**config.mk**
```make
export PLATFORM = sky130hd
export DESIGN_NAME = lldp_frame_tlv_extractor_top
export DESIGN_NICKNAME = d
export VERILOG_FILES = /design/src/hdl/lft_pkg.sv /design/src/hdl/lldp_frame_tlv_extractor_top.sv /design/src/hdl/lft_front.sv /design/src/hdl/lft_queue.sv /design/src/hdl/lft_back.sv
export VERILOG_INCLUDE_DIRS = /design/src /design/src/hdl
export SDC_FILE = /design/constraint.sdc
export NUM_CORES = 1
export LEC_CHECK = 0
export ABC_AREA = 1
export BUFFER_PORTS_ARGS = -buffer_cell sky130_fd_sc_hd__buf_2
export CAP_MARGIN = 20
export CORE_MARGIN = 2
export CORE_UTILIZATION = 40
export DETAILED_ROUTE_END_ITERATION = 8
export GPL_ROUTABILITY_DRIVEN = 0
export PLACE_DENSITY = 0.6
export SETUP_SLACK_MARGIN = 0.4
export SLEW_MARGIN = 30
export SYNTH_ARGS = -nofsm -noshare
export SYNTH_HDL_FRONTEND = slang
export SYNTH_SLANG_ARGS = --single-unit
```
**constraint.sdc**
```tcl
create_clock -name clk -period 6.95 [get_ports clk]
set_input_delay 0.3475 -clock clk [delete_from_list [all_inputs] [get_ports clk]]
set_output_delay 0.3475 -clock clk [all_outputs]
set_load 0.02 [all_outputs]
```
**src/hdl/lldp_frame_tlv_extractor_top_assert.svh**
```systemverilog
// assertion macros for the lldp tlv extractor
`ifndef LLDP_FRAME_TLV_EXTRACTOR_TOP_ASSERT_SVH
`define LLDP_FRAME_TLV_EXTRACTOR_TOP_ASSERT_SVH

`ifndef SYNTHESIS

// same-cycle implication, checked outside reset
`define LFT_ASSERT_IMP(label, ante, cons) \
    label: assert property (@(posedge clk) disable iff (!rst_n) (ante) |-> (cons)) \
        else $error("assertion failed: implication");

// next-cycle implication, checked outside reset
`define LFT_ASSERT_NEXT(label, ante, cons) \
    label: assert property (@(posedge clk) disable iff (!rst_n) (ante) |=> (cons)) \
        else $error("assertion failed: next-cycle implication");

`else

`define LFT_ASSERT_IMP(label, ante, cons)
`define LFT_ASSERT_NEXT(label, ante, cons)

`endif

`endif

```
**src/hdl/lft_pkg.sv**
```systemverilog
// shared types and constants for the lldp tlv extractor
`default_nettype none

package lft_pkg;

    // frame position counter width, enough for the largest size bound
    localparam int POS_W = 11;

    // header layout
    localparam logic [POS_W-1:0] HDR_BYTES    = 11'd14;
    localparam logic [POS_W-1:0] POS_ETYPE_HI = 11'd12;
    localparam logic [POS_W-1:0] POS_ETYPE_LO = 11'd13;
    localparam logic [POS_W-1:0] POS_DA_END   = 11'd6;

    // configuration register indexes
    localparam int CFG_IDX_W = 1;
    localparam logic [CFG_IDX_W-1:0] CFG_ETHERTYPE = 1'b0;
    localparam logic [CFG_IDX_W-1:0] CFG_DEST_ADDR = 1'b1;

    // configuration reset values
    localparam logic [15:0] ETHERTYPE_RST = 16'h88CC;
    localparam logic [47:0] DEST_ADDR_RST = 48'h0180C200000E;

    // tlv kinds and subtypes
    localparam logic [6:0] TLV_END     = 7'd0;
    localparam logic [6:0] TLV_CHASSIS = 7'd1;
    localparam logic [6:0] TLV_PORT    = 7'd2;
    localparam logic [6:0] TLV_TTL     = 7'd3;
    localparam logic [7:0] CHASSIS_SUB_MAC = 8'd4;
    localparam logic [7:0] PORT_SUB_ID     = 8'd3;

    // value bytes kept per tlv
    localparam logic [8:0] KEEP_BYTES = 9'd7;

    // queue between the front and back parts
    localparam int QUEUE_DEPTH = 4;
    localparam int QPTR_W      = 2;
    localparam int QCNT_W      = 3;

    // tlv walk phase
    typedef enum logic [1:0] {
        PH_HDR_HI,
        PH_HDR_LO,
        PH_VALUE
    } phase_t;

    // configuration registers
    typedef struct packed {
        logic [15:0] ethertype;
        logic [47:0] dest_addr;
    } cfg_t;

    // classified byte passed from the front to the back
    typedef struct packed {
        logic [7:0] data;
        logic       walk;   // byte belongs to the tlv area
        logic       last;   // final byte of the frame
        logic       ok;     // frame passed header checks (valid with last)
    } item_t;

    // result item, first field in the highest bits
    typedef struct packed {
        logic [15:0] time_to_live;
        logic [31:0] port_value;
        logic        port_valid;
        logic [47:0] chassis_mac;
        logic        chassis_valid;
    } result_t;

endpackage

`default_nettype wire

```
**src/hdl/lldp_frame_tlv_extractor_top.sv**
```systemverilog
// Top level of the LLDP TLV extractor.
// Frame bytes enter on the s_ group, one byte per transfer, with s_tlast on
// the final byte. A frame passes when it has at least 14 bytes and its
// destination address and ethertype equal the configured values; its TLVs
// are then walked for the MAC chassis ID, the subtype-3 port ID and the TTL.
// One result per passing frame leaves on the m_ group; failing frames give
// none. Bytes beyond MAX_FRAME_BYTES are dropped, their s_tlast still ends
// the frame.
// Throughput: one byte per cycle while the queue has room, set by the
// byte-wide front compare and the single-step TLV walk. With the queue empty,
// the final byte is queued, then its result registered and shown on m_tvalid.
// A four-entry queue sits between the header front and the TLV back part.
// When the receiver stalls, the result is held in the output register and
// the back part keeps walking following frames until it meets another final
// byte; s_tready drops only once the queue is full.
// Reset clears all frame state and loads the default ethertype 0x88CC and
// address 01-80-C2-00-00-0E; configuration writes take effect at once; the
// user makes them only while the block is idle, which the block does not enforce.
`default_nettype none

module lldp_frame_tlv_extractor_top #(
    parameter int MAX_FRAME_BYTES = 1600
) (
    input  wire logic                            clk,
    input  wire logic                            rst_n,
    input  wire logic                            cfg_wr_en,
    input  wire logic [lft_pkg::CFG_IDX_W-1:0]   cfg_index,
    input  wire logic [47:0]                     cfg_wr_data,
    input  wire logic                            s_tvalid,
    output logic                                 s_tready,
    input  wire logic [7:0]                      s_tdata,   // data_byte
    input  wire logic                            s_tlast,   // last_byte
    output logic                                 m_tvalid,
    input  wire logic                            m_tready,
    // chassis_valid, chassis_mac, port_valid, port_value, time_to_live, zero pad
    output logic [103:0]                         m_tdata
);

    lft_pkg::cfg_t     cfg_reg;
    logic              q_push;
    logic              q_full;
    logic              q_pop;
    logic              q_valid;
    lft_pkg::item_t    push_item;
    lft_pkg::item_t    q_item;
    lft_pkg::result_t  result;

    // configuration registers
    always_ff @(posedge clk or negedge rst_n)
    begin
        if (!rst_n)
        begin
            cfg_reg.ethertype <= lft_pkg::ETHERTYPE_RST;
            cfg_reg.dest_addr <= lft_pkg::DEST_ADDR_RST;
        end
        else if (cfg_wr_en)
        begin
            unique case (cfg_index)
                lft_pkg::CFG_ETHERTYPE: cfg_reg.ethertype <= cfg_wr_data[15:0];
                lft_pkg::CFG_DEST_ADDR: cfg_reg.dest_addr <= cfg_wr_data;
                default:
                begin
                end
            endcase
        end
    end

    // header check and byte classification
    lft_front #(
        .MAX_FRAME_BYTES (MAX_FRAME_BYTES)
    ) u_front (
        .clk      (clk),
        .rst_n    (rst_n),
        .cfg      (cfg_reg),
        .s_tvalid (s_tvalid),
        .s_tready (s_tready),
        .s_tdata  (s_tdata),
        .s_tlast  (s_tlast),
        .q_full   (q_full),
        .q_push   (q_push),
        .q_item   (push_item)
    );

    // decoupling queue
    lft_queue u_queue (
        .clk       (clk),
        .rst_n     (rst_n),
        .push      (q_push),
        .push_item (push_item),
        .full      (q_full),
        .pop       (q_pop),
        .valid     (q_valid),
        .head      (q_item)
    );

    // tlv walk and result register
    lft_back u_back (
        .clk      (clk),
        .rst_n    (rst_n),
        .q_valid  (q_valid),
        .q_item   (q_item),
        .q_pop    (q_pop),
        .m_tvalid (m_tvalid),
        .m_tready (m_tready),
        .m_result (result)
    );

    assign m_tdata = {6'b0, result};

    // checks
    `include "lldp_frame_tlv_extractor_top_assert.svh"

    `LFT_ASSERT_IMP(a_pop_needs_entry, q_pop, q_valid)
    `LFT_ASSERT_IMP(a_stall_only_when_queued, !s_tready, q_valid)
    `LFT_ASSERT_NEXT(a_passing_frame_gives_result, q_pop && q_item.last && q_item.ok, m_tvalid)

endmodule

`default_nettype wire

```
**src/hdl/lft_front.sv**
```systemverilog
// front part: counts frame bytes, checks the header and classifies each byte
`default_nettype none

module lft_front #(
    parameter int MAX_FRAME_BYTES = 1600
) (
    input  wire logic            clk,
    input  wire logic            rst_n,
    input  wire lft_pkg::cfg_t   cfg,
    input  wire logic            s_tvalid,
    output logic                 s_tready,
    input  wire logic [7:0]      s_tdata,
    input  wire logic            s_tlast,
    input  wire logic            q_full,
    output logic                 q_push,
    output lft_pkg::item_t       q_item
);

    localparam logic [lft_pkg::POS_W-1:0] MAX_POS = lft_pkg::POS_W'(MAX_FRAME_BYTES);

    logic [lft_pkg::POS_W-1:0] pos_reg, pos_next;
    logic                      match_reg, match_next;
    logic                      accept;
    logic                      in_range;
    logic                      byte_ok;
    logic [7:0]                want;

    assign s_tready = !q_full;
    assign accept   = s_tvalid && s_tready;
    assign in_range = pos_reg < MAX_POS;

    // expected destination address byte, first byte most significant
    always_comb
    begin
        case (pos_reg[2:0])
            3'd0:    want = cfg.dest_addr[47:40];
            3'd1:    want = cfg.dest_addr[39:32];
            3'd2:    want = cfg.dest_addr[31:24];
            3'd3:    want = cfg.dest_addr[23:16];
            3'd4:    want = cfg.dest_addr[15:8];
            default: want = cfg.dest_addr[7:0];
        endcase
    end

    // header compare for the current byte
    always_comb
    begin
        byte_ok = 1'b1;
        if (in_range)
        begin
            if (pos_reg < lft_pkg::POS_DA_END)
            begin
                byte_ok = (s_tdata == want);
            end
            else if (pos_reg == lft_pkg::POS_ETYPE_HI)
            begin
                byte_ok = (s_tdata == cfg.ethertype[15:8]);
            end
            else if (pos_reg == lft_pkg::POS_ETYPE_LO)
            begin
                byte_ok = (s_tdata == cfg.ethertype[7:0]);
            end
        end
    end

    // classification and per-frame counters
    always_comb
    begin
        pos_next   = in_range ? pos_reg + 1'b1 : pos_reg;
        match_next = match_reg && byte_ok;

        q_item.data = s_tdata;
        q_item.walk = in_range && (pos_reg >= lft_pkg::HDR_BYTES);
        q_item.last = s_tlast;
        q_item.ok   = match_next && (pos_next >= lft_pkg::HDR_BYTES);
        q_push      = accept && (q_item.walk || s_tlast);

        if (s_tlast)
        begin
            pos_next   = '0;
            match_next = 1'b1;
        end
    end

    always_ff @(posedge clk or negedge rst_n)
    begin
        if (!rst_n)
        begin
            pos_reg   <= '0;
            match_reg <= 1'b1;
        end
        else if (accept)
        begin
            pos_reg   <= pos_next;
            match_reg <= match_next;
        end
    end

endmodule

`default_nettype wire

```
**src/hdl/lft_queue.sv**
```systemverilog
// short queue of classified bytes between the front and back parts
`default_nettype none

module lft_queue (
    input  wire logic             clk,
    input  wire logic             rst_n,
    input  wire logic             push,
    input  wire lft_pkg::item_t   push_item,
    output logic                  full,
    input  wire logic             pop,
    output logic                  valid,
    output lft_pkg::item_t        head
);

    lft_pkg::item_t                entry_reg [lft_pkg::QUEUE_DEPTH];
    logic [lft_pkg::QPTR_W-1:0]    wr_ptr_reg;
    logic [lft_pkg::QPTR_W-1:0]    rd_ptr_reg;
    logic [lft_pkg::QCNT_W-1:0]    count_reg;
    logic                          do_push;
    logic                          do_pop;

    assign full    = (count_reg == lft_pkg::QCNT_W'(lft_pkg::QUEUE_DEPTH));
    assign valid   = (count_reg != '0);
    assign head    = entry_reg[rd_ptr_reg];
    assign do_push = push && !full;
    assign do_pop  = pop && valid;

    // storage
    always_ff @(posedge clk)
    begin
        if (do_push)
        begin
            entry_reg[wr_ptr_reg] <= push_item;
        end
    end

    // pointers and fill count
    always_ff @(posedge clk or negedge rst_n)
    begin
        if (!rst_n)
        begin
            wr_ptr_reg <= '0;
            rd_ptr_reg <= '0;
            count_reg  <= '0;
        end
        else
        begin
            if (do_push)
            begin
                wr_ptr_reg <= wr_ptr_reg + 1'b1;
            end
            if (do_pop)
            begin
                rd_ptr_reg <= rd_ptr_reg + 1'b1;
            end
            if (do_push && !do_pop)
            begin
                count_reg <= count_reg + 1'b1;
            end
            else if (do_pop && !do_push)
            begin
                count_reg <= count_reg - 1'b1;
            end
        end
    end

endmodule

`default_nettype wire

```
**src/hdl/lft_back.sv**
```systemverilog
// back part: walks the tlvs, holds captured fields and registers the result
`default_nettype none

module lft_back (
    input  wire logic             clk,
    input  wire logic             rst_n,
    input  wire logic             q_valid,
    input  wire lft_pkg::item_t   q_item,
    output logic                  q_pop,
    output logic                  m_tvalid,
    input  wire logic             m_tready,
    output lft_pkg::result_t      m_result
);

    lft_pkg::phase_t   phase_reg, phase_next;
    logic [7:0]        hdr_hi_reg, hdr_hi_next;
    logic [6:0]        kind_reg, kind_next;
    logic [8:0]        remain_reg, remain_next;
    logic [8:0]        length_reg, length_next;
    logic [55:0]       shift_reg, shift_next;
    logic [55:0]       shift_val;
    logic              stopped_reg, stopped_next;
    logic [47:0]       chassis_reg, chassis_next;
    logic              chassis_seen_reg, chassis_seen_next;
    logic [31:0]       port_reg, port_next;
    logic              port_seen_reg, port_seen_next;
    logic [15:0]       ttl_reg, ttl_next;
    logic              commit;
    logic [7:0]        port_sub;
    logic [31:0]       port_id;
    logic              out_free;
    logic              load_out;
    logic              out_valid_reg;
    lft_pkg::result_t  out_reg;
    lft_pkg::result_t  result_now;

    assign out_free = !out_valid_reg || m_tready;
    assign q_pop    = q_valid && (!q_item.last || out_free);
    assign m_tvalid = out_valid_reg;
    assign m_result = out_reg;

    // kept value bytes including the one at the queue head
    assign shift_val = ((length_reg - remain_reg) < lft_pkg::KEEP_BYTES) ?
                       {shift_reg[47:0], q_item.data} : shift_reg;

    // port id position depends on how many value bytes were kept
    always_comb
    begin
        if (length_reg >= lft_pkg::KEEP_BYTES)
        begin
            port_sub = shift_val[55:48];
            port_id  = shift_val[47:16];
        end
        else if (length_reg == 9'd6)
        begin
            port_sub = shift_val[47:40];
            port_id  = shift_val[39:8];
        end
        else
        begin
            port_sub = shift_val[39:32];
            port_id  = shift_val[31:0];
        end
    end

    // tlv walk
    always_comb
    begin
        phase_next        = phase_reg;
        hdr_hi_next       = hdr_hi_reg;
        kind_next         = kind_reg;
        remain_next       = remain_reg;
        length_next       = length_reg;
        shift_next        = shift_reg;
        stopped_next      = stopped_reg;
        chassis_next      = chassis_reg;
        chassis_seen_next = chassis_seen_reg;
        port_next         = port_reg;
        port_seen_next    = port_seen_reg;
        ttl_next          = ttl_reg;
        commit            = 1'b0;
        load_out          = 1'b0;

        if (q_pop && q_item.walk && !stopped_reg)
        begin
            unique case (phase_reg)
                lft_pkg::PH_HDR_HI:
                begin
                    hdr_hi_next = q_item.data;
                    phase_next  = lft_pkg::PH_HDR_LO;
                end
                lft_pkg::PH_HDR_LO:
                begin
                    kind_next   = hdr_hi_reg[7:1];
                    length_next = {hdr_hi_reg[0], q_item.data};
                    remain_next = {hdr_hi_reg[0], q_item.data};
                    shift_next  = '0;
                    if (hdr_hi_reg[7:1] == lft_pkg::TLV_END)
                    begin
                        stopped_next = 1'b1;
                        phase_next   = lft_pkg::PH_HDR_HI;
                    end
                    else if ({hdr_hi_reg[0], q_item.data} == 9'd0)
                    begin
                        // empty tlv: nothing can be captured from it
                        phase_next = lft_pkg::PH_HDR_HI;
                    end
                    else
                    begin
                        phase_next = lft_pkg::PH_VALUE;
                    end
                end
                default:
                begin
                    shift_next  = shift_val;
                    remain_next = remain_reg - 1'b1;
                    commit      = (remain_reg == 9'd1);
                end
            endcase
        end

        // complete tlv: capture the field it carries
        if (commit)
        begin
            unique case (kind_reg)
                lft_pkg::TLV_CHASSIS:
                begin
                    if (length_reg >= lft_pkg::KEEP_BYTES &&
                        shift_val[55:48] == lft_pkg::CHASSIS_SUB_MAC)
                    begin
                        chassis_next      = shift_val[47:0];
                        chassis_seen_next = 1'b1;
                    end
                end
                lft_pkg::TLV_PORT:
                begin
                    if (length_reg >= 9'd5 && port_sub == lft_pkg::PORT_SUB_ID)
                    begin
                        port_next      = port_id;
                        port_seen_next = 1'b1;
                    end
                end
                lft_pkg::TLV_TTL:
                begin
                    if (length_reg == 9'd2)
                    begin
                        ttl_next = shift_val[15:0];
                    end
                end
                default:
                begin
                end
            endcase
            phase_next = lft_pkg::PH_HDR_HI;
            shift_next = '0;
        end

        result_now.chassis_valid = chassis_seen_next;
        result_now.chassis_mac   = chassis_next;
        result_now.port_valid    = port_seen_next;
        result_now.port_value    = port_next;
        result_now.time_to_live  = ttl_next;

        // frame end: give the result if the header passed, then clear
        if (q_pop && q_item.last)
        begin
            load_out          = q_item.ok;
            phase_next        = lft_pkg::PH_HDR_HI;
            hdr_hi_next       = '0;
            kind_next         = '0;
            remain_next       = '0;
            length_next       = '0;
            shift_next        = '0;
            stopped_next      = 1'b0;
            chassis_next      = '0;
            chassis_seen_next = 1'b0;
            port_next         = '0;
            port_seen_next    = 1'b0;
            ttl_next          = '0;
        end
    end

    // walk state
    always_ff @(posedge clk or negedge rst_n)
    begin
        if (!rst_n)
        begin
            phase_reg        <= lft_pkg::PH_HDR_HI;
            hdr_hi_reg       <= '0;
            kind_reg         <= '0;
            remain_reg       <= '0;
            length_reg       <= '0;
            shift_reg        <= '0;
            stopped_reg      <= 1'b0;
            chassis_reg      <= '0;
            chassis_seen_reg <= 1'b0;
            port_reg         <= '0;
            port_seen_reg    <= 1'b0;
            ttl_reg          <= '0;
        end
        else
        begin
            phase_reg        <= phase_next;
            hdr_hi_reg       <= hdr_hi_next;
            kind_reg         <= kind_next;
            remain_reg       <= remain_next;
            length_reg       <= length_next;
            shift_reg        <= shift_next;
            stopped_reg      <= stopped_next;
            chassis_reg      <= chassis_next;
            chassis_seen_reg <= chassis_seen_next;
            port_reg         <= port_next;
            port_seen_reg    <= port_seen_next;
            ttl_reg          <= ttl_next;
        end
    end

    // output register
    always_ff @(posedge clk or negedge rst_n)
    begin
        if (!rst_n)
        begin
            out_valid_reg <= 1'b0;
        end
        else if (load_out)
        begin
            out_valid_reg <= 1'b1;
        end
        else if (m_tready)
        begin
            out_valid_reg <= 1'b0;
        end
    end

    always_ff @(posedge clk)
    begin
        if (load_out)
        begin
            out_reg <= result_now;
        end
    end

endmodule

`default_nettype wire

```
Word level (Yosys, flattened, before mapping)
Memory sizes are Yosys's and may differ from the RTL's.
Index checks and enable logic that the tools add are counted.

storage, ports and cells
  memory bits (writable) = 44
  word-level logic and storage cells = 176
  memories = 1
  output and inout port bits = 106
  register bits after elaboration = 372
  input bits = 63

memory list
  name               words  bits a word  read ports  clocked after Yosys merged registers in  wr ports  line             source
  u_queue.entry_reg  4      11           1           0                                        1         lft_queue.sv:15  lft_pkg::item_t entry_reg [lft_pkg::QUEUE_DEPTH];

cells by class
  magnitude comparators = 7
  add/subtract/negate cells = 7
  eq/ne operators = 21
  reduce and logical (&&, ||, !) cells = 46
  bitwise gates (word level) = 1
  mux-type cells = 68

operator list
  kind                                                                            count
  56-bit 2-to-1 mux                                                               4
  32-bit 2-to-1 mux                                                               6
  48-bit 2-to-1 mux                                                               4
  56-bit one-hot mux with 2 select lines                                          1
  16-bit 2-to-1 mux                                                               4
  9-bit 2-to-1 mux                                                                5
  8-bit 2-to-1 mux                                                                5
  8-bit one-hot mux with 5 select lines                                           1
  8-bit == test                                                                   3
  1-bit 2-to-1 mux                                                                24
  11-bit by 4-bit == test with 1-bit output (second input constant)               2
  11-bit by 4-bit >= comparator with 1-bit output (second input constant)         2
  11-bit 2-to-1 mux                                                               2
  7-bit 2-to-1 mux                                                                3
  9-bit by 3-bit >= comparator with 1-bit output (second input constant)          2
  9-bit one-hot mux with 2 select lines                                           1
  1-bit logical AND                                                               15
  7-bit by 2-bit == test with 1-bit output (second input constant)                2
  2-bit AND reduction                                                             7
  2-bit nonzero test                                                              6
  11-bit by 1-bit adder with 11-bit output (second input constant)                1
  11-bit less-than comparator (second input constant)                             1
  11-bit by 3-bit less-than comparator with 1-bit output (second input constant)  1
  2-bit 2-to-1 mux                                                                5
  other kinds (31)                                                                43

Depth between registers and ports, before layout
Gate-level depths: netlist of run 1.

  word-level depth = 11
  gate-level depth with buffers = 26
  depth with buffers taken out = 24

By module
Synthesis of run 1 repeated with hierarchy kept, for this count alone.

second synthesis, totals
  cell total of the unflattened synthesis = 2284
  area, all modules = 19942.9 µm²

by module, submodules not included
  module                        times used  cells an instance  area each (µm²)  sequential area each (µm²)
  lft_back                      1           1525               13414.1          7722.4
  lldp_frame_tlv_extractor_top  1           285                2595.0           1619.1
  lft_queue                     1           188                2203.4           1496.4
  lft_front                     1           286                1730.4           301.5

Worst setup path after synthesis of run 1
Ideal clock, no wire load.

  path kind = reg2reg
  start point = reg u_queue.rd_ptr_reg[0] in the netlist's numbering
  end point = reg u_back.out_reg (netlist bit u_back.m_result[0]), enable pin
  required time = 6.394 ns
  setup time = 0.556 ns
  arrival = 5.521 ns
  slack = 0.873 ns
  buffers on the path = 2
  period minus slack after synthesis = 6.077 ns
  stages on the path, launching flop included = 10
  cells stage by stage = dfrtp_1 -> o21ai_0 -> o22ai_1 -> nand2_1 -> nand2_1 -> inv_1 -> nand2_1 -> clkbuf_1 -> clkbuf_1 -> nor2_1

between the ends
  word-level cells in the longest chain between the ends = 6

RTL lines
  element                   line             source
  start: declaration        lft_queue.sv:17  logic [lft_pkg::QPTR_W-1:0] rd_ptr_reg;
  start signal: assignment  lft_queue.sv:54  rd_ptr_reg <= rd_ptr_reg + 1'b1;
  memory 4 x 11 bit *       --
  1-bit logical NOT         lft_back.sv:38   assign q_pop = q_valid && (!q_item.last || out_free);
  1-bit logical OR          lft_back.sv:38
  1-bit logical AND         lft_back.sv:38
  1-bit logical AND         lft_back.sv:165  if (q_pop && q_item.last)
  1-bit 2-to-1 mux *        lft_back.sv:165
  via u_back.load_out       lft_back.sv:32   logic load_out;
  end signal: assignment    lft_back.sv:239  out_reg <= result_now;
  end: declaration          lft_back.sv:34   lft_pkg::result_t out_reg;

The timed path passes the listed nets; every way through them passes the cells marked *.
A chain may end at the register's enable or synchronous reset.

==> results.sh, run 1 <==
export IMPL_start_util=0.4037
export IMPL_detail_route_wirelength_um=47300
export IMPL_grt_overflow_total=0
export IMPL_period_minus_slack_ns=4.866
export IMPL_grt_first_pass_wirelength_um=76490
export IMPL_floorplan_die_width_um=223.1
export IMPL_power_density_mw_per_mm2=418.8
export IMPL_synthesis_area_mm2=0.01920
export IMPL_kind_of_path_behind_the_tightest_hold_check="in2reg"
export IMPL_syn_to_final_growth_pct=16.95
export IMPL_arrival_ns=5.20
export IMPL_synth_ff_latch_count=416
export IMPL_die_area_mm2=0.04976
export IMPL_final_hold_viol_count=0
export IMPL_vdd_drop_max_uv=334.6
export IMPL_cts_resized=0
export IMPL_netlist_instances=2138
export IMPL_cp_max_fo=88
export IMPL_run_status="finished, final reports clean"
export IMPL_max_cap_violations=0
export IMPL_ys_async_sr_fraction=0.6587
export IMPL_synth_top_cells_by_count="432 x sky130_fd_sc_hd__nand2_1, 354 x sky130_fd_sc_hd__inv_1, 259 x sky130_fd_sc_hd__dfrtp_1, 202 x sky130_fd_sc_hd__nor2_1, 146 x sky130_fd_sc_hd__o21ai_0"
export IMPL_boundaryPins=169
export IMPL_clk_slew_on_worst_s_h_paths_ns=0.06
export IMPL_antenna_found_initial=0
export IMPL_yosysWarningCount=0
export IMPL_sw_frac_of_total=0.4060
export IMPL_timing_clock_skew_ns=0.02501
export IMPL_drtIter0Drc=1240
export IMPL_grt_usage=0.1910
export IMPL_drive_above_1_share=0.1356
export IMPL_root_buffer="sky130_fd_sc_hd__clkbuf_16"
export IMPL_largest_register_ff_count=98
export IMPL_clockBufferDepth=3
export IMPL_num_rows=80
export IMPL_leakage_power_nw=11.05
export IMPL_dr_pass1_iterations=5
export IMPL_netlist_top_cells_area="sky130_fd_sc_hd__dfrtp_1 34%, sky130_fd_sc_hd__edfxtp_1 22%, sky130_fd_sc_hd__nand2_1 8.4%"
export IMPL_largest_net_degree_at_the_start_of_global_routing=120
export IMPL_cts_setup_buffers=0
export IMPL_holdBufCountCts=28
export IMPL_first_global_vias=14460
export IMPL_timing_fmax_ghz=0.2055
export IMPL_overall_via_count_from_detail_route=14810
export IMPL_period_utilization=0.7001
export IMPL_ys_seq_area_frac=0.5803
export IMPL_final_antenna_net_count=0
export IMPL_dieHeight_um=223.1
export IMPL_critical_path_endpoint_type="flip-flop"
export IMPL_power_report_internal_total_mw=5.585
export IMPL_grt_setup_unrepaired="no"
export IMPL_synthDominantCellAreaShare=0.3376
export IMPL_syn_mean_instance_area_um2=8.978
export IMPL_critical_path_required_ns=7.28
export IMPL_p_comb_frac=0.373
export IMPL_latest_clock_arrival_within_the_worst_skew_pair_ns=0.59
export IMPL_core_occupancy_in_the_finished_layout=0.4722
export IMPL_synth_edf_count=142
export IMPL_finalSetupViolations=0
export IMPL_yosys_area_top_type="sky130_fd_sc_hd__dfrtp_1"
export IMPL_cts_tree="done"
export IMPL_clock_sinks=416
export IMPL_power_frac_seq=0.359
export IMPL_yosysUniqueCellTypes=53
export IMPL_dp_hpwl_um=31910
export IMPL_clockPowerShare=0.268
export IMPL_viasPerCell=5.017
export IMPL_cts_htree_levels=2
export IMPL_portBuffers=162
export IMPL_antenna_cells=0
export IMPL_totalNegativeSetupSlack_ns=0
export IMPL_num_nets_final=2384
export IMPL_critPathLaunchType="flip-flop"
export IMPL_post_synth_top_count_cell="sky130_fd_sc_hd__nand2_1"
export IMPL_post_drt_wl_per_cell_um=16.02
export IMPL_power_switching_mw=3.818
export IMPL_tightest_slew_ns=1.076
export IMPL_relSlewSlack=0.2749
export IMPL_coreArea_mm2=0.04755
export IMPL_predominant_post_synthesis_flop_cell="sky130_fd_sc_hd__dfrtp_1"
export IMPL_setup_worst_path_class="reg2reg"
export IMPL_slew_violations=0
export IMPL_cts_made_buffers=47
export IMPL_route_detailed_drc=0
-- logic make-up after synthesis --
kind of cell	synth area share
AO/OA/AOI/OAI	0.1182
buffers and inverters	0.09458
multiplexers	0.01056
XOR/XNOR	0.01278
flip-flops	0.5803
adder cells (fa/ha/maj)	0.01512
AND/OR/NAND/NOR	0.1683
other	0.0001954
-- layout make-up --
cell class	count	area (um^2)
multi-input cells	1267	6321
clock inverters	22	265.3
clock buffers	66	1328
repair buffers	206	1270
flip-flops and latches	416	11140
fillers	4502	25100
well taps	615	769.5
inverters	361	1356
-- critical path, stage by stage, from the launching register on --
cell	delay, ns
sky130_fd_sc_hd__dfrtp_1	0.39
sky130_fd_sc_hd__inv_1	0.09
sky130_fd_sc_hd__ha_1	0.23
sky130_fd_sc_hd__fa_1	0.36
sky130_fd_sc_hd__inv_1	0.09
sky130_fd_sc_hd__nand2_1	0.08
sky130_fd_sc_hd__nand2_1	0.11
sky130_fd_sc_hd__nand4_1	0.10
sky130_fd_sc_hd__nand3_1	0.09
sky130_fd_sc_hd__nand2_1	0.13
sky130_fd_sc_hd__nor2_8	0.21
sky130_fd_sc_hd__nand2_4	0.48
sky130_fd_sc_hd__inv_2	0.42
sky130_fd_sc_hd__nand2_1	0.08
sky130_fd_sc_hd__o21ai_1	0.13
sky130_fd_sc_hd__nand2_1	0.08
sky130_fd_sc_hd__nor2_1	0.18
sky130_fd_sc_hd__nand4_4	0.49
sky130_fd_sc_hd__buf_4	0.48
sky130_fd_sc_hd__o21ai_1	0.26
sky130_fd_sc_hd__inv_1	0.08
-- power by group through the flow --
| stage | combinational, mW | sequential (mW) | clock, mW |
|---|---|---|---|
| global route | 3.88 | 3.42 | 2.68 |
| floorplan | 2.09 | 3.72 | 0 |
| global placement | 3.40 | 3.41 | 0 |
| detailed placement | 3.50 | 3.42 | 0 |
| CTS | 3.53 | 3.37 | 2.59 |
| finish | 3.51 | 3.37 | 2.52 |
-- cell usage in the layout, fill, tap and decap left out, types with 15 or more instances in the layout --
cell	count
sky130_fd_sc_hd__edfxtp_1	142
sky130_fd_sc_hd__dfrtp_1	259
sky130_fd_sc_hd__clkbuf_16	47
sky130_fd_sc_hd__o21ai_1	82
sky130_fd_sc_hd__nand2_1	430
sky130_fd_sc_hd__nor2_1	197
sky130_fd_sc_hd__nand3_1	97
sky130_fd_sc_hd__buf_2	161
sky130_fd_sc_hd__dfstp_2	15
sky130_fd_sc_hd__ha_1	20
sky130_fd_sc_hd__o21ai_0	146
sky130_fd_sc_hd__mux2_2	18
sky130_fd_sc_hd__o22ai_1	96
sky130_fd_sc_hd__inv_1	353
sky130_fd_sc_hd__dlygate4sd3_1	28
sky130_fd_sc_hd__a21oi_1	53
sky130_fd_sc_hd__nand4_1	20
-- metal layers --
layer	vias to the layer above	share of wire	global-route usage
met3	77	0.056	0.02990
met5	-	0	0
met4	0	0.025	0.06343
met2	428	0.47	0.3141
li1	7253	-	-
met1	7056	0.45	0.2591
-- per-stage QoR --
step | area (um^2) | total power [mW] | hold WS (ns) | instances | setup WS, ns
6_report | 22450 | 9.403 | 0.02222 | 2953 | 2.084
5_1_grt | 22450 | 9.979 | 0.02085 | 2953 | 1.527
3_5_place_dp | 20570 | 6.919 | 0.4699 | 2837 | 2.067
3_3_place_gp | 20530 | 6.815 | 0.4610 | 2836 | 2.182
4_1_cts | 22450 | 9.491 | 0.0001028 | 2953 | 2.073
2_1_floorplan | 19210 | 5.809 | 0.05191 | 2143 | 0.8728
-- final timing paths --
path                       slack, ns                     end  cells after the start            startpoint
max in group asynchronous       5.29      u_back.port_reg[8]                      3                 rst_n
setup / recovery                2.08      u_back.m_result[4]                     20  u_back.length_reg[0]
min in group asynchronous       0.40  u_back.chassis_reg[42]                      2                 rst_n
hold / removal                  0.02             cfg_reg[32]                      3       cfg_wr_data[32]
hold reg to reg                 0.48             cfg_reg[39]                      2           cfg_reg[39]
setup reg to reg                2.08      u_back.m_result[4]                     20  u_back.length_reg[0]
(Power assumes the default switching activity.)
==> run 2, diff against run 1 <==
- clock period: 6.95 -> 4.7 ns (I/O delays scaled with it)
==> run 2 against run 1 <==
  * Clock-buffer cell count grew 1
  * Critical path depth grew 2
  * Via count grew 1.8%
  * Setup slack lost 1.3 ns
  * Combinational power grew 55%
  * Wire length grew 3.3%
  * Global-route usage grew 0.67 points
  * First-iteration DRC count shrank 2.1%
  * Clock power grew 37%
  * Sequential power grew 47%
  * Critical path type unchanged
  * Critical endpoint is now u_back.m_result[60]
  * Largest cell class unchanged
==> results.sh, run 2 (same netlist as run 1, synthesis figures left out) <==
export IMPL_worst_hold_path_stage_count=1
export IMPL_slew_violations=0
export IMPL_drive_above_1_share=0.1345
export IMPL_portBuffers=162
export IMPL_hold_path_endpoint="u_queue.entry_reg[0][6]"
export IMPL_period_minus_slack_ns=3.923
export IMPL_non_filler_instance_count_after_layout=2995
export IMPL_place_inst=2852
export IMPL_cts_htree_levels=2
export IMPL_critical_path_required_ns=5.06
export IMPL_antenna_found_initial=1
export IMPL_timing_reg2reg_worst_path_depth=22
export IMPL_r2r_end="u_back.m_result[60]"
export IMPL_grt_setup_unrepaired="no"
export IMPL_power_density_mw_per_mm2=608.9
export IMPL_timing_clock_skew_ns=0.03445
export IMPL_totalNegativeSetupSlack_ns=0
export IMPL_latest_clock_arrival_within_the_worst_skew_pair_ns=0.60
export IMPL_boundaryPins=169
export IMPL_cts_tree="done"
export IMPL_critical_path_max_stage_delay_ns=0.43
export IMPL_kind_of_path_behind_the_tightest_hold_check="in2reg"
export IMPL_clock_sinks=416
export IMPL_fin_area_mm2=0.02274
export IMPL_reg2reg_setup_slack_ns=0.78
export IMPL_grt_usage=0.1977
export IMPL_root_buffer="sky130_fd_sc_hd__clkbuf_16"
export IMPL_critPathLaunchType="flip-flop"
export IMPL_largest_register_ff_count=98
export IMPL_num_nets_final=2428
export IMPL_tightest_slew_ns=0.8996
export IMPL_largest_net_degree_at_the_start_of_global_routing=104
export IMPL_relSlewSlack=0.3996
export IMPL_core_occupancy_in_the_finished_layout=0.4782
export IMPL_leading_cell_type_in_the_layout_fill_and_taps_excluded="sky130_fd_sc_hd__nand2_1"
export IMPL_cts_setup_buffers=0
export IMPL_drtIter0Drc=1214
export IMPL_die_area_mm2=0.04976
export IMPL_first_global_vias=14860
export IMPL_cp_cell_sequence="inv_1, ha_1, fa_1, inv_1, nand2_1, nand2_1, nand4_1, nand3_1, nand2_1, nor2_8, nand2_8, o21ai_1, nor2_1, nand2_1, nand2_1, nand3_1, nand2_2, nand2_2, buf_4, nand2_1, nand2_1, inv_1"
export IMPL_num_rows=80
export IMPL_grt_overflow_total=0
export IMPL_critical_path_endpoint_type="flip-flop"
export IMPL_overall_via_count_from_detail_route=15080
export IMPL_floorplan_die_width_um=223.1
export IMPL_start_util=0.4037
export IMPL_post_drt_wl_per_cell_um=16.32
export IMPL_clockBufferDepth=3
export IMPL_cp_slowest_cell="sky130_fd_sc_hd__o21ai_1"
export IMPL_period_utilization=0.8346
export IMPL_finalSetupViolations=0
export IMPL_run_status="finished, final reports clean"
export IMPL_final_hold_viol_count=0
export IMPL_vdd_drop_max_uv=610.7
export IMPL_dr_pass1_iterations=5
export IMPL_route_detailed_drc=0
export IMPL_final_antenna_net_count=0
export IMPL_syn_to_final_growth_pct=18.45
export IMPL_grt_first_pass_wirelength_um=78780
export IMPL_clk_slew_on_worst_s_h_paths_ns=0.06
export IMPL_crit_top_cell="sky130_fd_sc_hd__nand2_1"
export IMPL_antenna_cells=0
export IMPL_cp_max_fo=56
export IMPL_timing_fmax_ghz=0.2549
export IMPL_holdCritStartpoint="s_tdata[3]"
export IMPL_cts_made_buffers=46
export IMPL_layout_cells_most_common_list="430 x sky130_fd_sc_hd__nand2_1, 353 x sky130_fd_sc_hd__inv_1, 259 x sky130_fd_sc_hd__dfrtp_1"
export IMPL_viasPerCell=5.034
export IMPL_coreArea_mm2=0.04755
export IMPL_dp_hpwl_um=32320
export IMPL_detail_route_wirelength_um=48870
export IMPL_leakage_power_nw=11.17
export IMPL_setup_worst_path_class="reg2reg"
export IMPL_max_cap_violations=0
export IMPL_arrival_ns=4.28
export IMPL_r2r_start="u_back.length_reg[0]"
export IMPL_place_area_mm2=0.02068
export IMPL_dieHeight_um=223.1
run 2: changes by cell type in the layout (fill, tap and decap cells not counted), moves of 2 or more:
cell,change
sky130_fd_sc_hd__clkbuf_8,-4
sky130_fd_sc_hd__buf_4,+14
sky130_fd_sc_hd__clkinv_2,-2
sky130_fd_sc_hd__bufinv_16,-2
sky130_fd_sc_hd__inv_6,-2
sky130_fd_sc_hd__clkinv_1,+5
sky130_fd_sc_hd__dlygate4sd3_1,+29
sky130_fd_sc_hd__clkinvlp_4,-2
sky130_fd_sc_hd__clkbuf_1,+6
run 2: critical path, delay by kind of cell (launching register included):
kind / cells / cell delay, ns
adders and majority gates: 2 / 0.59
DFF: 1 / 0.39
and+or+nand+nor: 15 / 1.68
AOI/OAI and AO/OA: 1 / 0.43
buffers and inverters: 4 / 0.56
run 2: worst max-delay path by stage:
stage | startpoint | end | slack (ns) | cells past startpoint
floorplan | u_queue.rd_ptr_reg[0] | u_back.m_result[0] | 1.37 | 9
global placement | u_back.length_reg[0] | u_back.m_result[52] | 0.45 | 20
detailed placement | u_back.length_reg[0] | u_back.m_result[52] | 0.40 | 20
CTS | u_back.length_reg[0] | u_back.m_result[52] | 0.58 | 20
global route | u_back.length_reg[0] | u_back.m_result[68] | 0.40 | 22
finish | u_back.length_reg[0] | u_back.m_result[60] | 0.78 | 22
run 2: repair_timing:
item / CTS / global route
endpoints found under the hold margin: 153 / 0
setup endpoints to repair: 1 / 143
hold buffers: 57 / 0
gates resized for setup: 1 / 6
run 2: layout make-up:
class                   count  area [um^2]
repair buffers            251         1697
multi-input cells        1267         6341
clock inverters            18        162.7
flip-flops and latches    416        11140
clock buffers              67         1270
well taps                 615        769.5
inverters                 361         1359
fillers                  4443        24810
run 2: where the power goes:
group          switching (mW)  internal (mW)  total (mW)
clock                    1.46           1.99        3.45
combinational            3.87           1.57        5.45
sequential              0.323           4.62        4.94
total                    5.66           8.18        13.8
run 2: through the flow:
step                      setup WS (ns)  hold WS, ns  power, mW
after CTS                        0.5821    0.0005451      13.88
after detailed placement         0.4004       0.2556      10.34
after global placement           0.4502       0.2584      10.24
after global routing             0.4003      0.01011      14.71
after floorplan                   1.366     -0.06059      8.543
final                            0.7775      0.03340      13.85
run 2: routing by layer:
metal	wire [um]	track usage	up-vias
li1	-	-	7362
met1	21540	0.2642	7181
met2	23360	0.3282	438
met3	2672	0.03003	96
met4	1296	0.07079	0
met5	0	0	-
==> run 3, diff against run 2 <==
- clock period: 4.7 -> 3.63 ns (I/O delays scaled with it)
==> run 3 against run 2 <==
  * Via count rose by 4.7%
  * Combinational power rose by 38%
  * Die area did not move
  * Critical path type unchanged
  * Highest routed layer unchanged
==> results.sh, run 3 (same netlist as run 1, synthesis figures left out) <==
export IMPL_final_hold_viol_count=0
export IMPL_dp_worst_setup_slack_ns=0.06851
export IMPL_start_util=0.4037
export IMPL_critPathLaunchType="flip-flop"
export IMPL_grt_setup_unrepaired="yes"
export IMPL_max_cap_violations=0
export IMPL_vdd_drop_max_uv=654.6
export IMPL_critical_path_endpoint_type="flip-flop"
export IMPL_dr_pass1_iterations=5
export IMPL_boundaryPins=169
export IMPL_num_rows=80
export IMPL_viasPerCell=5.120
export IMPL_detail_route_wirelength_um=52290
export IMPL_setup_worst_path_class="reg2reg"
export IMPL_critical_path_required_ns=3.95
export IMPL_relSlewSlack=0.4480
export IMPL_dp_hpwl_um=33690
export IMPL_multiInputGateArea_mm2=0.007094
export IMPL_run_status="finished, final reports clean"
export IMPL_timing_clock_skew_ns=0.03000
export IMPL_area_sequential_mm2=0.01114
export IMPL_num_nets_final=2515
export IMPL_root_buffer="sky130_fd_sc_hd__clkbuf_16"
export IMPL_latest_clock_arrival_within_the_worst_skew_pair_ns=0.59
export IMPL_grt_overflow_total=0
export IMPL_slew_violations=0
export IMPL_power_density_mw_per_mm2=751.1
export IMPL_kind_of_path_behind_the_tightest_hold_check="in2reg"
export IMPL_leakage_power_nw=11.93
export IMPL_antenna_cells=0
export IMPL_route_detailed_drc=0
export IMPL_tightest_slew_ns=0.8280
export IMPL_cts_tree="done"
export IMPL_largest_register_ff_count=98
export IMPL_drive_above_1_share=0.2237
export IMPL_dieHeight_um=223.1
export IMPL_grt_usage=0.2049
export IMPL_cts_made_buffers=47
export IMPL_coreArea_mm2=0.04755
export IMPL_clk_slew_on_worst_s_h_paths_ns=0.06
export IMPL_finalSetupViolations=0
export IMPL_post_drt_wl_per_cell_um=16.96
export IMPL_layout_cells_most_common_list="396 x sky130_fd_sc_hd__nand2_1, 334 x sky130_fd_sc_hd__inv_1, 258 x sky130_fd_sc_hd__dfrtp_1"
export IMPL_clockBufferDepth=3
export IMPL_floorplan_die_width_um=223.1
export IMPL_overall_via_count_from_detail_route=15790
export IMPL_leading_cell_type_in_the_layout_fill_and_taps_excluded="sky130_fd_sc_hd__nand2_1"
export IMPL_antenna_found_initial=0
export IMPL_die_area_mm2=0.04976
export IMPL_fillers=4192
export IMPL_largest_net_degree_at_the_start_of_global_routing=95
export IMPL_totalNegativeSetupSlack_ns=0
export IMPL_clock_sinks=416
export IMPL_grt_first_pass_wirelength_um=81840
export IMPL_arrival_ns=3.66
export IMPL_cts_htree_levels=2
export IMPL_first_global_vias=15600
export IMPL_postLayoutSetupSlackWorst_ns=0.2945
export IMPL_final_antenna_net_count=0
export IMPL_timing_fmax_ghz=0.2998
export IMPL_period_utilization=0.9189
export IMPL_syn_to_final_growth_pct=28.56
export IMPL_portBuffers=162
export IMPL_cp_max_fo=22
export IMPL_period_minus_slack_ns=3.335
export IMPL_drtIter0Drc=1202
run 3: layout make-up:
class,count,share of cell area
sequential,416,0.4514
clock inverter,18,0.006642
tap,615,0.03118
inverter,361,0.05496
timing repair buffer,337,0.1144
clock buffer,69,0.05389
multi-input combinational,1267,0.2875
run 3: worst max-delay path, stage by stage (launching register included):
cell and delay [ns]:
sky130_fd_sc_hd__dfrtp_1 0.41, sky130_fd_sc_hd__ha_4 0.18, sky130_fd_sc_hd__fa_2 0.51, sky130_fd_sc_hd__nor2_1 0.04
sky130_fd_sc_hd__nand2_1 0.05, sky130_fd_sc_hd__o21ai_1 0.05, sky130_fd_sc_hd__nor2_1 0.13, sky130_fd_sc_hd__nand2_2 0.10
sky130_fd_sc_hd__nor2_8 0.15, sky130_fd_sc_hd__nand2_8 0.09, sky130_fd_sc_hd__buf_8 0.14, sky130_fd_sc_hd__o21ai_4 0.15
sky130_fd_sc_hd__nand3_2 0.10, sky130_fd_sc_hd__nor2_4 0.21, sky130_fd_sc_hd__nand4_4 0.14, sky130_fd_sc_hd__buf_12 0.21
sky130_fd_sc_hd__buf_12 0.17, sky130_fd_sc_hd__o21ai_2 0.16, sky130_fd_sc_hd__inv_1 0.05
run 3: timing repair:
action,in CTS,in global routing
buffers inserted,16,8
pin swaps,12,25
hold buffers,60,0
cloned,6,10
setup endpoints to repair,169,230
gates resized for setup,108,133
endpoints found under the hold margin,192,0
run 3: worst paths after layout:
check,startpoint,to,slack (ns),cells after the start
worst min register to register,cfg_reg[31],cfg_reg[31],0.48,2
min in group asynchronous,rst_n,cfg_reg[24],0.22,2
worst max-delay path,u_back.remain_reg[0],u_back.m_result[42],0.29,18
worst max register to register,u_back.remain_reg[0],u_back.m_result[42],0.29,18
worst min-delay path,cfg_index,cfg_reg[12],0.21,4
max in group asynchronous,rst_n,cfg_reg[50],2.43,3
run 3: power by group:
part           internal (mW)  switching [mW]  leakage [nW]
clock network           2.69            1.92         0.725
registers               5.98           0.421          4.96
logic                   2.33            5.19          6.25
total                   11.0            7.54          11.9
run 3: stage by stage:
stage | cell area (um^2) | hold WS, ns | total power [mW] | utilization | std cells
global placement | 21070 | 0.2845 | 13.48 | 0.4432 | 2896
CTS | 23850 | 0.1536 | 18.54 | 0.5016 | 3065
floorplan | 19240 | -0.1141 | 11.09 | - | 2143
detailed placement | 21070 | 0.2871 | 13.58 | 0.4432 | 2896
global route | 24680 | 0.2504 | 19.66 | 0.5191 | 3083
finish | 24680 | 0.2077 | 18.54 | 0.5191 | 3083
run 3: layer usage:
metal | vias up | GRT usage | part of all wire
li1 | 7535 | - | -
met1 | 7699 | 0.2644 | 0.43
met2 | 455 | 0.3492 | 0.50
met3 | 96 | 0.04070 | 0.052
met4 | 0 | 0.06192 | 0.025
met5 | - | 0 | 0
